**config.mk**
```make
export PLATFORM = sky130hd
export DESIGN_NAME = elu_output_stage
export DESIGN_NICKNAME = d
export VERILOG_FILES = /design/src/rtl/elu_pkg.sv /design/src/rtl/elu_output_stage.sv
export SDC_FILE = /design/constraint.sdc
export NUM_CORES = 1
export LEC_CHECK = 0
export BUFFER_PORTS_ARGS = -buffer_cell sky130_fd_sc_hd__buf_2
export CAP_MARGIN = 10
export CORE_ASPECT_RATIO = 1.1
export CORE_MARGIN = 2
export CORE_UTILIZATION = 45
export CTS_BUF_LIST = sky130_fd_sc_hd__clkbuf_8
export CTS_CLUSTER_DIAMETER = 120
export CTS_CLUSTER_SIZE = 12
export DETAILED_ROUTE_END_ITERATION = 10
export PLACE_DENSITY_LB_ADDON = 0.12
export SLEW_MARGIN = 40
export SYNTH_ARGS = -nofsm -noshare
export SYNTH_HDL_FRONTEND = slang
export SYNTH_SLANG_ARGS = --single-unit
```
**constraint.sdc**
```tcl
create_clock -name clock -period 12.46 [get_ports clock]
set_clock_uncertainty 0.15 [all_clocks]
set_input_delay 2.492 -clock clock [delete_from_list [all_inputs] [get_ports clock]]
set_output_delay 2.492 -clock clock [all_outputs]
set_load 0.03 [all_outputs]
```
**src/rtl/elu_pkg.sv**
```systemverilog
package elu_pkg;

   localparam int DATA_WIDTH = 16;
   localparam int FRAC_BITS  = 12;

   // exp(-t) arithmetic is done with 32 fractional bits
   localparam logic [31:0] LN2_Q32    = 32'hB17217F8;
   localparam logic [32:0] ONE_Q32    = 33'h1_0000_0000;
   localparam int          N_TERMS    = 13;
   localparam int          TERM_IDX_W = 4;
   localparam int          SUM_W      = 35;
   localparam int          EXP_ZERO_Q = 40;

   // t = |x| with 32 fractional bits
   localparam int T_W  = DATA_WIDTH + 32 - FRAC_BITS;
   // q = floor(t / ln2) fits in QW bits
   localparam int QW   = DATA_WIDTH - FRAC_BITS + 1;
   // q_est = (|x| * RECIP_LN2) >> DATA_WIDTH, low by at most one
   localparam logic [QW-1:0] RECIP_LN2 =
      QW'((64'd1 << (32 - FRAC_BITS + DATA_WIDTH)) / 64'hB17217F8);

   localparam logic [32:0] SERIES_RECIP [16] = '{
      33'd0,
      33'(64'd4294967296 / 64'd1),
      33'(64'd4294967296 / 64'd2),
      33'(64'd4294967296 / 64'd3),
      33'(64'd4294967296 / 64'd4),
      33'(64'd4294967296 / 64'd5),
      33'(64'd4294967296 / 64'd6),
      33'(64'd4294967296 / 64'd7),
      33'(64'd4294967296 / 64'd8),
      33'(64'd4294967296 / 64'd9),
      33'(64'd4294967296 / 64'd10),
      33'(64'd4294967296 / 64'd11),
      33'(64'd4294967296 / 64'd12),
      33'(64'd4294967296 / 64'd13),
      33'd0,
      33'd0
   };

   localparam logic [DATA_WIDTH-1:0] SLOPE_RESET = DATA_WIDTH'(1) << FRAC_BITS;
   localparam logic [DATA_WIDTH:0]   RES_MAX     = (DATA_WIDTH+1)'((1 << (DATA_WIDTH-1)) - 1);

   typedef logic signed [DATA_WIDTH-1:0] data_type;

   typedef struct packed {
      logic signed [DATA_WIDTH-1:0] sample;
      logic                         last;
   } req_type;

   typedef struct packed {
      logic signed [DATA_WIDTH-1:0] result;
      logic                         last_out;
   } rsp_type;

   typedef struct packed {
      logic                         pos;
      logic signed [DATA_WIDTH-1:0] sample;
      logic                         last;
      logic [QW-1:0]                q;
   } ctx_type;

   typedef struct packed {
      ctx_type                 ctx;
      logic [31:0]             r;
      logic [32:0]             term;
      logic signed [SUM_W-1:0] sum;
   } series_type;

endpackage

```
**src/rtl/elu_output_stage.sv**
```systemverilog
module elu_output_stage (
   input  logic                clock,
   input  logic                reset,
   input  logic                en,
   input  logic                in_valid,
   input  elu_pkg::series_type in_data,
   input  elu_pkg::data_type   slope,
   output logic                out_valid,
   output elu_pkg::rsp_type    out_data
);
   import elu_pkg::*;

   localparam int PW = DATA_WIDTH + 33;

   logic [2:0]  valid_ff, valid_in;

   // stage 1: clamp series, scale by 2^-q, form 1 - e
   logic [32:0] clamp_s1;
   logic [32:0] e_s1;
   logic [32:0] em1_ff, em1_in;
   ctx_type     ctx1_ff;

   // stage 2: times |slope|
   logic [DATA_WIDTH-1:0] smag_s2;
   logic [PW-1:0]         prod_ff, prod_in;
   logic                  sneg_ff, sneg_in;
   ctx_type               ctx2_ff;

   // stage 3: round, sign, saturate
   logic [PW-1:0]         round_s3;
   logic [DATA_WIDTH:0]   mag_s3;
   rsp_type               out_ff, out_in;

   assign valid_in = {valid_ff[1:0], in_valid};

   always_ff @(posedge clock) begin
      if (reset) begin
         valid_ff <= '0;
      end else if (en) begin
         valid_ff <= valid_in;
      end
   end

   always_comb begin
      if (in_data.sum[SUM_W-1]) begin
         clamp_s1 = '0;
      end else if (in_data.sum > $signed(SUM_W'(ONE_Q32))) begin
         clamp_s1 = ONE_Q32;
      end else begin
         clamp_s1 = in_data.sum[32:0];
      end
      if (32'(in_data.ctx.q) >= 32'(EXP_ZERO_Q)) begin
         e_s1 = '0;
      end else begin
         e_s1 = clamp_s1 >> in_data.ctx.q;
      end
      em1_in = ONE_Q32 - e_s1;
   end

   always_comb begin
      smag_s2 = slope[DATA_WIDTH-1] ? DATA_WIDTH'(-slope) : slope;
      prod_in = PW'(smag_s2) * PW'(em1_ff);
      // positive slope flips the sign of the result
      sneg_in = !slope[DATA_WIDTH-1] && (slope != '0);
   end

   always_comb begin
      round_s3 = prod_ff + PW'(33'h0_8000_0000);
      mag_s3   = round_s3[PW-1:32];
      out_in.last_out = ctx2_ff.last;
      if (ctx2_ff.pos) begin
         out_in.result = ctx2_ff.sample;
      end else if (sneg_ff) begin
         out_in.result = DATA_WIDTH'(-mag_s3);
      end else if (mag_s3 > RES_MAX) begin
         out_in.result = RES_MAX[DATA_WIDTH-1:0];
      end else begin
         out_in.result = mag_s3[DATA_WIDTH-1:0];
      end
   end

   always_ff @(posedge clock) begin
      if (en) begin
         em1_ff  <= em1_in;
         ctx1_ff <= in_data.ctx;
         prod_ff <= prod_in;
         sneg_ff <= sneg_in;
         ctx2_ff <= ctx1_ff;
         out_ff  <= out_in;
      end
   end

   assign out_valid = valid_ff[2];
   assign out_data  = out_ff;

endmodule

```
-- Word-level counts from Yosys, hierarchy flattened
Index checks and enable logic that the tools add are counted.
- $lt $le $gt $ge: 2
- add/sub/neg operators: 4
- mux-type cells: 6
- reduce and logical (&&, ||, !) cells: 3
- shift operators: 1
- $mul: 1
- operators by type and width (kind ; count):
    $mux W33 ; 2
    $mux W16 ; 4
    $add A49 B32 Y49 const B ; 1
    $mul A16 B33 Y49 ; 1
    $gt A35 B34 Y1 const B ; 1
    $shr A33 B5 Y33 ; 1
    $sub A33 B33 Y33 const A ; 1
    $neg A16 Y16 ; 2
    $gt A17 B15 Y1 const B ; 1
    $reduce_bool A16 Y1 ; 1
    $logic_and A1 B1 Y1 ; 1
    $logic_not A1 Y1 ; 1
- logic and storage cells: 29
- input port bits: 143
- bits in registers: 139

-- Depth between registers and ports, before layout
Gate-level depths: netlist (run 1).
- depth after elaboration: 5
- depth in mapped cells: 32
- depth with buffers taken out: 29

-- Worst setup path before layout (run 1)
OpenSTA, ideal clock, no wires.
- path type: input to register
- start point: in slope[3]
- end point: reg prod_ff[42], data pin
- path slack: 2629 ps
- data required time: 12047 ps
- stages: 27
- data arrival time: 9418 ps
- library setup time: 263 ps
- cells stage by stage: or4_1 > nor4_1 > nand2b_1 > or3_1 > o31a_1 > xor2_1 > clkbuf_1 > and2_1 > fa_1 > fa_1 > fa_1 > fa_1 > fa_1 > inv_1 > fa_1 > inv_1 > ha_1 > a21o_1 > a21o_1 > a21o_1 > a21oi_1 > o21bai_1 > a21o_1 > a31oi_1 > o21bai_1 > a311oi_1 > xnor2_1
- longest elaborated chain between the ends: 3
- ends and longest elaborated chain (what ; line ; RTL):
    start, declared ; elu_output_stage.sv:7 ; input elu_pkg::data_type slope,
    $neg A16 Y16 ; elu_output_stage.sv:61 ; smag_s2 = slope[DATA_WIDTH-1] ? DATA_WIDTH'(-slope) : slope;
    $mux W16 * ; elu_output_stage.sv:61 ;
    $mul A16 B33 Y49 * ; elu_output_stage.sv:62 ; prod_in = PW'(smag_s2) * PW'(em1_ff);
    net prod_in[42] ; elu_output_stage.sv:25 ; logic [PW-1:0] prod_ff, prod_in;
    end signal, assigned ; elu_output_stage.sv:86 ; prod_ff <= prod_in;
    end, declared ; elu_output_stage.sv:25 ;
The timed path passes the listed nets; every way through them passes the cells marked *.
A chain may end at the register's enable or synchronous reset.

-- Final worst setup path (run 1)
Ends and elaborated chain as after synthesis.

==> results of run 1 <==
==> flip-flops by register name, indices dropped and copies added, names as in the netlist <==
name and cells:
ctx1_ff 18, em1_ff 33, valid_ff 3, sneg_ff 1, out_data 17, ctx2_ff 18
prod_ff 18
==> routing by layer <==
layer | vias up | wire length [um] | GRT usage
li1 | 7847 | - | -
met1 | 8989 | 26360 | 0.3237
met2 | 476 | 32010 | 0.4420
met3 | 100 | 2846 | 0.02172
met5 | - | 0 | 0
met4 | 0 | 1763 | 0.07037
==> cell usage after synthesis (all sizes together), types with 12 or more instances <==
library cell	n
buf	18
o31ai	16
a21oi	47
o21ai	41
xor2	27
nor4	19
ha	123
nand3	41
a31oi	12
clkbuf	101
edfxtp	105
a21o	26
mux2i	32
mux2	19
xnor2	58
nand4	15
inv	524
nor3	34
mux4	19
nor2	63
fa	431
nand2	430
and2	185
==> area by class of cell <==
cell class	instances	area share
clock buffers	9	0.005040
clock inverters	7	0.003716
inverters	525	0.08018
multi-input cells	1763	0.7137
flip-flops and latches	108	0.1307
well taps	667	0.03396
repair buffers	134	0.03263
==> stage by stage <==
step	setup slack, ns	instance area [um2]	utilization	std cells	hold WS, ns
6_report	1.438	24580	0.4824	3213	0.2615
5_1_grt	0.9679	24580	0.4824	3213	0.2614
4_1_cts	1.386	24510	0.4811	3209	0.2660
3_5_place_dp	0.9514	24290	0.4768	3193	0.2545
3_3_place_gp	0.9766	24220	0.4755	3191	0.2506
2_1_floorplan	2.629	23060	-	2515	0.2503
==> worst max-delay path, stage by stage <==
cell                        delay (ns)
sky130_fd_sc_hd__buf_2            0.14
sky130_fd_sc_hd__or4_1            0.59
sky130_fd_sc_hd__nor4_1           0.33
sky130_fd_sc_hd__nand2b_1         0.19
sky130_fd_sc_hd__or2_2            0.38
sky130_fd_sc_hd__o31ai_1          0.52
sky130_fd_sc_hd__xnor2_4          0.21
sky130_fd_sc_hd__buf_4            0.37
sky130_fd_sc_hd__and2_1           0.18
sky130_fd_sc_hd__ha_1             0.23
sky130_fd_sc_hd__ha_1             0.29
sky130_fd_sc_hd__inv_1            0.05
sky130_fd_sc_hd__fa_1             0.48
sky130_fd_sc_hd__inv_1            0.05
sky130_fd_sc_hd__fa_1             0.46
sky130_fd_sc_hd__fa_1             0.52
sky130_fd_sc_hd__fa_1             0.42
sky130_fd_sc_hd__ha_1             0.30
sky130_fd_sc_hd__a2111oi_0        0.64
sky130_fd_sc_hd__o21ai_0          0.20
sky130_fd_sc_hd__a21oi_1          0.16
sky130_fd_sc_hd__and3_1           0.29
sky130_fd_sc_hd__o21ai_0          0.25
sky130_fd_sc_hd__a31o_2           0.38
sky130_fd_sc_hd__a31oi_1          0.26
sky130_fd_sc_hd__o21bai_1         0.18
sky130_fd_sc_hd__a311oi_1         0.36
sky130_fd_sc_hd__xnor2_1          0.10
==> worst paths after layout <==
check                           slack [ns]             startpoint                     to
worst max-delay path                  1.44               slope[3]  prod_ff[42]$_DFFE_PP_
worst min-delay path                  0.26  ctx1_ff[16]$_DFFE_PP_  ctx2_ff[16]$_DFFE_PP_
worst max register to register        4.59   em1_ff[17]$_DFFE_PP_  prod_ff[47]$_DFFE_PP_
worst min register to register        0.26  ctx1_ff[16]$_DFFE_PP_  ctx2_ff[16]$_DFFE_PP_
==> placed cells by master, fill, tap and decap left out, types with 7 or more instances in the layout <==
cell                       count
sky130_fd_sc_hd__and2_1      185
sky130_fd_sc_hd__nand3_1      40
sky130_fd_sc_hd__o31ai_1      16
sky130_fd_sc_hd__buf_4        35
sky130_fd_sc_hd__buf_6         7
sky130_fd_sc_hd__o21a_1        7
sky130_fd_sc_hd__nor2_1       60
sky130_fd_sc_hd__nor4_1       17
sky130_fd_sc_hd__inv_1       524
sky130_fd_sc_hd__xnor2_1      46
sky130_fd_sc_hd__a21oi_1      46
sky130_fd_sc_hd__o21ai_0      38
sky130_fd_sc_hd__edfxtp_1    105
sky130_fd_sc_hd__nand2_1     429
sky130_fd_sc_hd__clkbuf_8      9
sky130_fd_sc_hd__mux2_2       14
sky130_fd_sc_hd__ha_1        123
sky130_fd_sc_hd__nand4_1      13
sky130_fd_sc_hd__buf_2        92
sky130_fd_sc_hd__a31oi_1      11
sky130_fd_sc_hd__xor2_1       26
sky130_fd_sc_hd__or3_1         9
sky130_fd_sc_hd__mux2i_1      31
sky130_fd_sc_hd__nand2b_1     11
sky130_fd_sc_hd__o211ai_1     11
sky130_fd_sc_hd__nor3_1       31
sky130_fd_sc_hd__xnor2_2       7
sky130_fd_sc_hd__a21o_1       26
sky130_fd_sc_hd__mux4_2       18
sky130_fd_sc_hd__fa_1        431
==> logic make-up (layout without fill, tap and decap cells) <==
| group | Yosys count | after routing | synth area share |
|---|---|---|---|
| AO/OA/AOI/OAI | 217 | 217 | 0.06387 |
| XOR/XNOR | 85 | 85 | 0.03228 |
| adder cells (fa/ha/maj) | 554 | 554 | 0.4409 |
| buffers and inverters | 644 | 675 | 0.1077 |
| flip-flops | 108 | 108 | 0.1393 |
| multiplexers | 70 | 70 | 0.04292 |
| AND/OR/NAND/NOR | 837 | 837 | 0.1730 |
==> results.txt, run 1 <==
----------------------------------------------------
[Global route]
  Total global routing track utilization ... 0.2484
  Number of global-route vias before repair ... 18,430
  Grt total ovfl ... 0
  Maximum number of pins on one net before global-route repair ... 74
  Global-route wire length before repair ... 101,000 um
  Number of antenna violations at the first check in global routing ... 0

[Critical path]
  Worst reg2reg path depth ... 23
  Capturing element type of the critical path ... register
  Data arrival time of the critical path ... 11.04 ns
  Sort of element at the start of the critical path ... input pin
  Class of the most critical setup path ... in2reg
  Critical path peak fanout ... 29
  CP required ... 12.48 ns

[Timing]
  Worst-margin pin slew ... 0.8946 ns
  Post-Route Setup TNS ... 0 ns
  RSZ-0062 raised after global routing ... no
  Post-layout minimum cycle time ... 11.02 ns
  Final period util ... 0.8846
  Final hold violations ... 0
  Number of setup violations in the final report ... 0
  Timing-limited maximum frequency ... 90.73 MHz
  Number of slew-limit violations in the final report ... 0
  Rel. slew slack ... 0.4036

[Synth]
  Syn Std Cell Area ... 0.02306 mm2
  Main flop type after synthesis ... sky130_fd_sc_hd__edfxtp_1
  Async set or reset register ratio after synthesis ... 0
  Top-area cell type share of the netlist area ... 0.3742
  Cells after synthesis ... 2,515
  Number of flip-flops and latches in the synthesized netlist ... 108
  Post-synth cell types ... 82
  Top cells by area, synth ... sky130_fd_sc_hd__fa_1 37%, sky130_fd_sc_hd__edfxtp_1 14%, sky130_fd_sc_hd__inv_1 8.5%, sky130_fd_sc_hd__nand2_1 7.0%, sky130_fd_sc_hd__ha_1 6.7%
  Sequential element share of the synthesized area ... 0.1393
  Post-synthesis net count ... 3,212
  Leading area contributor after synthesis ... sky130_fd_sc_hd__fa_1
  Average cell area after synthesis ... 9.169 um2
  Yosys warnings ... 0
  Number of synthesized flops with an enable pin ... 105

[Cells and area]
  Area taken by multi-input logic gates ... 0.01754 mm2
  Sequential standard cell area ... 0.003213 mm2
  # fillers ... 4,926
  Layout Nets ... 3,238
  Layout Area Growth over Synthesis ... 6.582%
  Share of cells above drive strength 1 ... 0.08995
  # diodes ... 0

[Detailed routing]
  Number of detailed-routing iterations run before antenna repair ... 5
  Wire per inst ... 19.60 um
  DRC violation count after routing ... 0
  Total via count in the routed design ... 17,410
  Total Wirelength ... 62,980 um
  Violation count after the first detailed-route iteration ... 937
  Detail-routed via count per cell ... 5.419
  Post-DRT Antenna Nets ... 0

[Clocking]
  TritonCTS clock tree ... yes
  Number of H-tree levels ... 3
  Number of hold-repair buffers added at the cts stage ... 0
  Clock Tree Buf Depth ... 2
  CTS buffer count ... 9
  # clock sinks ... 108
  Post-cts repair resize count ... 0
  Clock Pin Slew Worst Setup and Hold Paths ... 0.13 ns
  Setup Fix Bufs, Post-CTS ... 0
  Clk Tree Root Cell ... sky130_fd_sc_hd__clkbuf_8
  Later-pin clock latency in the skew report ... 0.43 ns

[Floorplanning]
  Die outline width ... 219.8 um
  Vert. Die Dim ... 241.4 um
  I/O pins ... 161
  Overall die area ... 0.05307 mm2
  Placeable core area ... 0.05094 mm2
  Num rows ... 87
  Initial core utilization ... 0.4526

[Place]
  DP Wirelength ... 48,960 um
  Gp weighted congestion ... 0.9327
  PortBufs ... 95

[Status]
  Result of the run ... complete, no violations

[Worst hold path]
  Depth of the worst hold-timing path ... 0
  Worst min path class ... reg2reg

[Flow run]
  Max-cap viol count ... 0

----------------------------------------------------
Power of run 1 is left out: the tool's default activity adds up to more than one toggle a clock period on the data nets, which glitch-free logic cannot reach.
==> run 2, diff against run 1 <==
CELL_PAD_IN_SITES_DETAIL_PLACEMENT = 0   (was unset)
CELL_PAD_IN_SITES_GLOBAL_PLACEMENT = 2   (was unset)
CORE_UTILIZATION = 41   (was 45)
PLACE_DENSITY_LB_ADDON = 0.1   (was 0.12)
==> run 2 against run 1 <==
  * Setup slack better by 0.19 ns
  * Routed wire length rose by 3.7%
  * Hold slack better by 0.016 ns
  * Fmax is 1.7% higher
==> results.txt, run 2 (synthesized netlist as in run 1, its figures left out) <==
----------------------------------------------------
[Cells and area]
  Commonest cells after routing, fill and taps aside ... 523 x sky130_fd_sc_hd__inv_1, 431 x sky130_fd_sc_hd__fa_1, 429 x sky130_fd_sc_hd__nand2_1, 185 x sky130_fd_sc_hd__and2_1, 123 x sky130_fd_sc_hd__ha_1
  Layout Cell Area excl Fill ... 0.02481 mm2 (+0.95%)
  Most common library cell in the layout ignoring fill and taps ... sky130_fd_sc_hd__inv_1
  Register with the highest flop count ... em1_ff
  Number of flip-flops under the largest register name ... 33 (unchanged)
  Share of cells above drive strength 1 ... 0.09559 (+0.005646)
  Layout Nets ... 3,255 (+0.53%)
  Layout Area Growth over Synthesis ... 7.591%

[Detailed routing]
  DRC violation count after routing ... 0 (unchanged)
  Post-DRT Antenna Nets ... 0 (unchanged)
  Violation count after the first detailed-route iteration ... 944 (+0.75%)
  Number of detailed-routing iterations run before antenna repair ... 5 (unchanged)
  Wire per inst ... 19.74 um (+0.69%)
  Total Wirelength ... 65,310 um (+3.7%)
  Detail-routed via count per cell ... 5.197 (-4.1%)
  Total via count in the routed design ... 17,200 (-1.2%)

[Timing]
  Post-Route Setup TNS ... 0 ns (unchanged)
  Timing-limited maximum frequency ... 92.30 MHz (+1.7%)
  Number of setup violations in the final report ... 0 (unchanged)
  Post-layout minimum cycle time ... 10.83 ns (-0.1877 ns)
  Worst-margin pin slew ... 0.8875 ns (-0.007093 ns)
  Rel. slew slack ... 0.4054 (+0.001817)
  Final period util ... 0.8695 (-0.01506)
  Number of slew-limit violations in the final report ... 0 (unchanged)
  RSZ-0062 raised after global routing ... no
  Tightest hold margin ... 0.2774 ns (+0.01590 ns)
  Final hold violations ... 0 (unchanged)

[Flow run]
  Max-cap viol count ... 0 (unchanged)

[Floorplanning]
  Overall die area ... 0.05816 mm2 (+9.6%)
  I/O pins ... 161 (unchanged)
  Num rows ... 91 (+4.6%)
  Initial core utilization ... 0.4133 (-0.03933)
  Placeable core area ... 0.05579 mm2 (+9.5%)
  Vert. Die Dim ... 252.7 um (+4.7%)
  Die outline width ... 230.1 um (+4.7%)

[Global route]
  Grt total ovfl ... 0 (unchanged)
  Global-route wire length before repair ... 105,200 um (+4.1%)
  Number of antenna violations at the first check in global routing ... 7 (+7)
  Maximum number of pins on one net before global-route repair ... 73 (-1.4%)
  Number of global-route vias before repair ... 18,480 (+0.27%)
  Total global routing track utilization ... 0.2340 (-0.01439)

[Worst hold path]
  Depth of the worst hold-timing path ... 0 (unchanged)
  Worst min path class ... reg2reg
  Origin of the worst min-delay path ... ctx2_ff[5]$_DFFE_PP_
  Worst hold path endpoint ... out_data[0]$_DFFE_PP_

[Clocking]
  Clk Tree Root Cell ... sky130_fd_sc_hd__clkbuf_8
  Later-pin clock latency in the skew report ... 0.42 ns (about the same)
  TritonCTS clock tree ... yes
  Clock Pin Slew Worst Setup and Hold Paths ... 0.12 ns (about the same)
  Setup Fix Bufs, Post-CTS ... 0 (unchanged)
  # clock sinks ... 108 (unchanged)
  Number of hold-repair buffers added at the cts stage ... 0 (unchanged)
  Number of H-tree levels ... 3 (unchanged)
  Clock Tree Buf Depth ... 2 (unchanged)
  Post-cts repair resize count ... 0 (unchanged)
  CTS buffer count ... 9 (unchanged)

[Critical path]
  Data arrival time of the critical path ... 10.86 ns (-0.18 ns)
  Startpoint of the worst register-to-register path ... em1_ff[1]$_DFFE_PP_
  Sort of element at the start of the critical path ... input pin
  End of the worst register-to-register path ... prod_ff[47]$_DFFE_PP_
  Worst reg2reg path depth ... 21 (-8.7%)
  Worst reg2reg setup slack ... 4.75 ns (+0.16 ns)
  Critical path peak fanout ... 12 (-59%)
  Capturing element type of the critical path ... register
  CP required ... 12.49 ns (about the same)
  Class of the most critical setup path ... in2reg

[Place]
  Area after DPL ... 0.02451 mm2 (+0.88%)
  PortBufs ... 95 (unchanged)
  DP Wirelength ... 52,540 um (+7.3%)
  Gp weighted congestion ... 0.8519 (-8.7%)

[Status]
  Result of the run ... complete, no violations

----------------------------------------------------
## run 2: cell count changes in the layout (fill, tap and decap cells not counted)
cell / previous run / this run
sky130_fd_sc_hd__nor3_4: 2 / 1
sky130_fd_sc_hd__clkinv_1: 1 / 2
sky130_fd_sc_hd__o41ai_1: 2 / 3
sky130_fd_sc_hd__inv_1: 524 / 523
sky130_fd_sc_hd__diode_2: 0 / 2
sky130_fd_sc_hd__buf_4: 35 / 45
sky130_fd_sc_hd__o41ai_2: 1 / 0
sky130_fd_sc_hd__xnor2_2: 7 / 8
sky130_fd_sc_hd__xnor2_4: 5 / 4
sky130_fd_sc_hd__inv_8: 0 / 1
sky130_fd_sc_hd__clkinv_8: 3 / 2
sky130_fd_sc_hd__buf_6: 7 / 12
sky130_fd_sc_hd__nor3_2: 1 / 2
sky130_fd_sc_hd__buf_8: 0 / 2
## run 2: how the worst max path moves through the flow
| stage | cells past startpoint | from | to | slack (ns) |
|---|---|---|---|---|
| 2_1_floorplan | 27 | slope[3] | prod_ff[42]$_DFFE_PP_ | 2.63 |
| 3_3_place_gp | 30 | slope[3] | prod_ff[47]$_DFFE_PP_ | 1.28 |
| 3_5_place_dp | 30 | slope[3] | prod_ff[47]$_DFFE_PP_ | 1.17 |
| 4_1_cts | 30 | slope[3] | prod_ff[47]$_DFFE_PP_ | 1.62 |
| 5_1_grt | 30 | slope[3] | prod_ff[47]$_DFFE_PP_ | 1.11 |
| 6_report | 27 | slope[3] | prod_ff[47]$_DFFE_PP_ | 1.63 |
## run 2: final cells by class
| cell class | count | area [um2] |
|---|---|---|
| tap | 744 | 930.9 |
| multi-input combinational | 1763 | 17520 |
| sequential | 108 | 3213 |
| fill | 5554 | 30980 |
| timing repair buffer | 151 | 963.4 |
| clock buffer | 9 | 123.9 |
| inverter | 525 | 1971 |
| clock inverter | 7 | 86.33 |
| antenna | 2 | 5.005 |
## run 2: stage by stage
stage | worst slack [ns] | instances | util
6_report | 1.625 | 3309 | 0.4447
5_1_grt | 1.114 | 3308 | 0.4447
4_1_cts | 1.624 | 3301 | 0.4430
3_5_place_dp | 1.168 | 3285 | 0.4392
3_3_place_gp | 1.280 | 3278 | 0.4370
2_1_floorplan | 2.629 | 2515 | -
## run 2: worst max-delay path: stages
cell                        delay (ns)
sky130_fd_sc_hd__buf_2            0.14
sky130_fd_sc_hd__or4_1            0.60
sky130_fd_sc_hd__nor4_1           0.28
sky130_fd_sc_hd__nand2b_1         0.17
sky130_fd_sc_hd__or3_1            0.39
sky130_fd_sc_hd__o31a_1           0.29
sky130_fd_sc_hd__xor2_2           0.50
sky130_fd_sc_hd__and2_1           0.24
sky130_fd_sc_hd__fa_1             0.44
sky130_fd_sc_hd__fa_1             0.46
sky130_fd_sc_hd__fa_1             0.53
sky130_fd_sc_hd__fa_1             0.43
sky130_fd_sc_hd__fa_1             0.49
sky130_fd_sc_hd__inv_1            0.05
sky130_fd_sc_hd__fa_1             0.50
sky130_fd_sc_hd__inv_1            0.05
sky130_fd_sc_hd__ha_1             0.31
sky130_fd_sc_hd__nand4_1          0.13
sky130_fd_sc_hd__a211oi_1         0.37
sky130_fd_sc_hd__nand3_1          0.13
sky130_fd_sc_hd__and3_1           0.28
sky130_fd_sc_hd__o21ai_0          0.57
sky130_fd_sc_hd__nand4_1          0.28
sky130_fd_sc_hd__nand2_1          0.26
sky130_fd_sc_hd__o2bb2ai_1        0.20
sky130_fd_sc_hd__o22ai_1          0.14
sky130_fd_sc_hd__xnor2_1          0.14
## run 2: per-layer routing
metal	wire length, um	global-route usage	vias to the layer above
met2	32240	0.4066	375
met3	2289	0.01884	73
met5	16	0	-
li1	-	-	7882
met4	1226	0.04995	2
met1	29550	0.3204	8866
Power of run 2 is left out for the same reason.
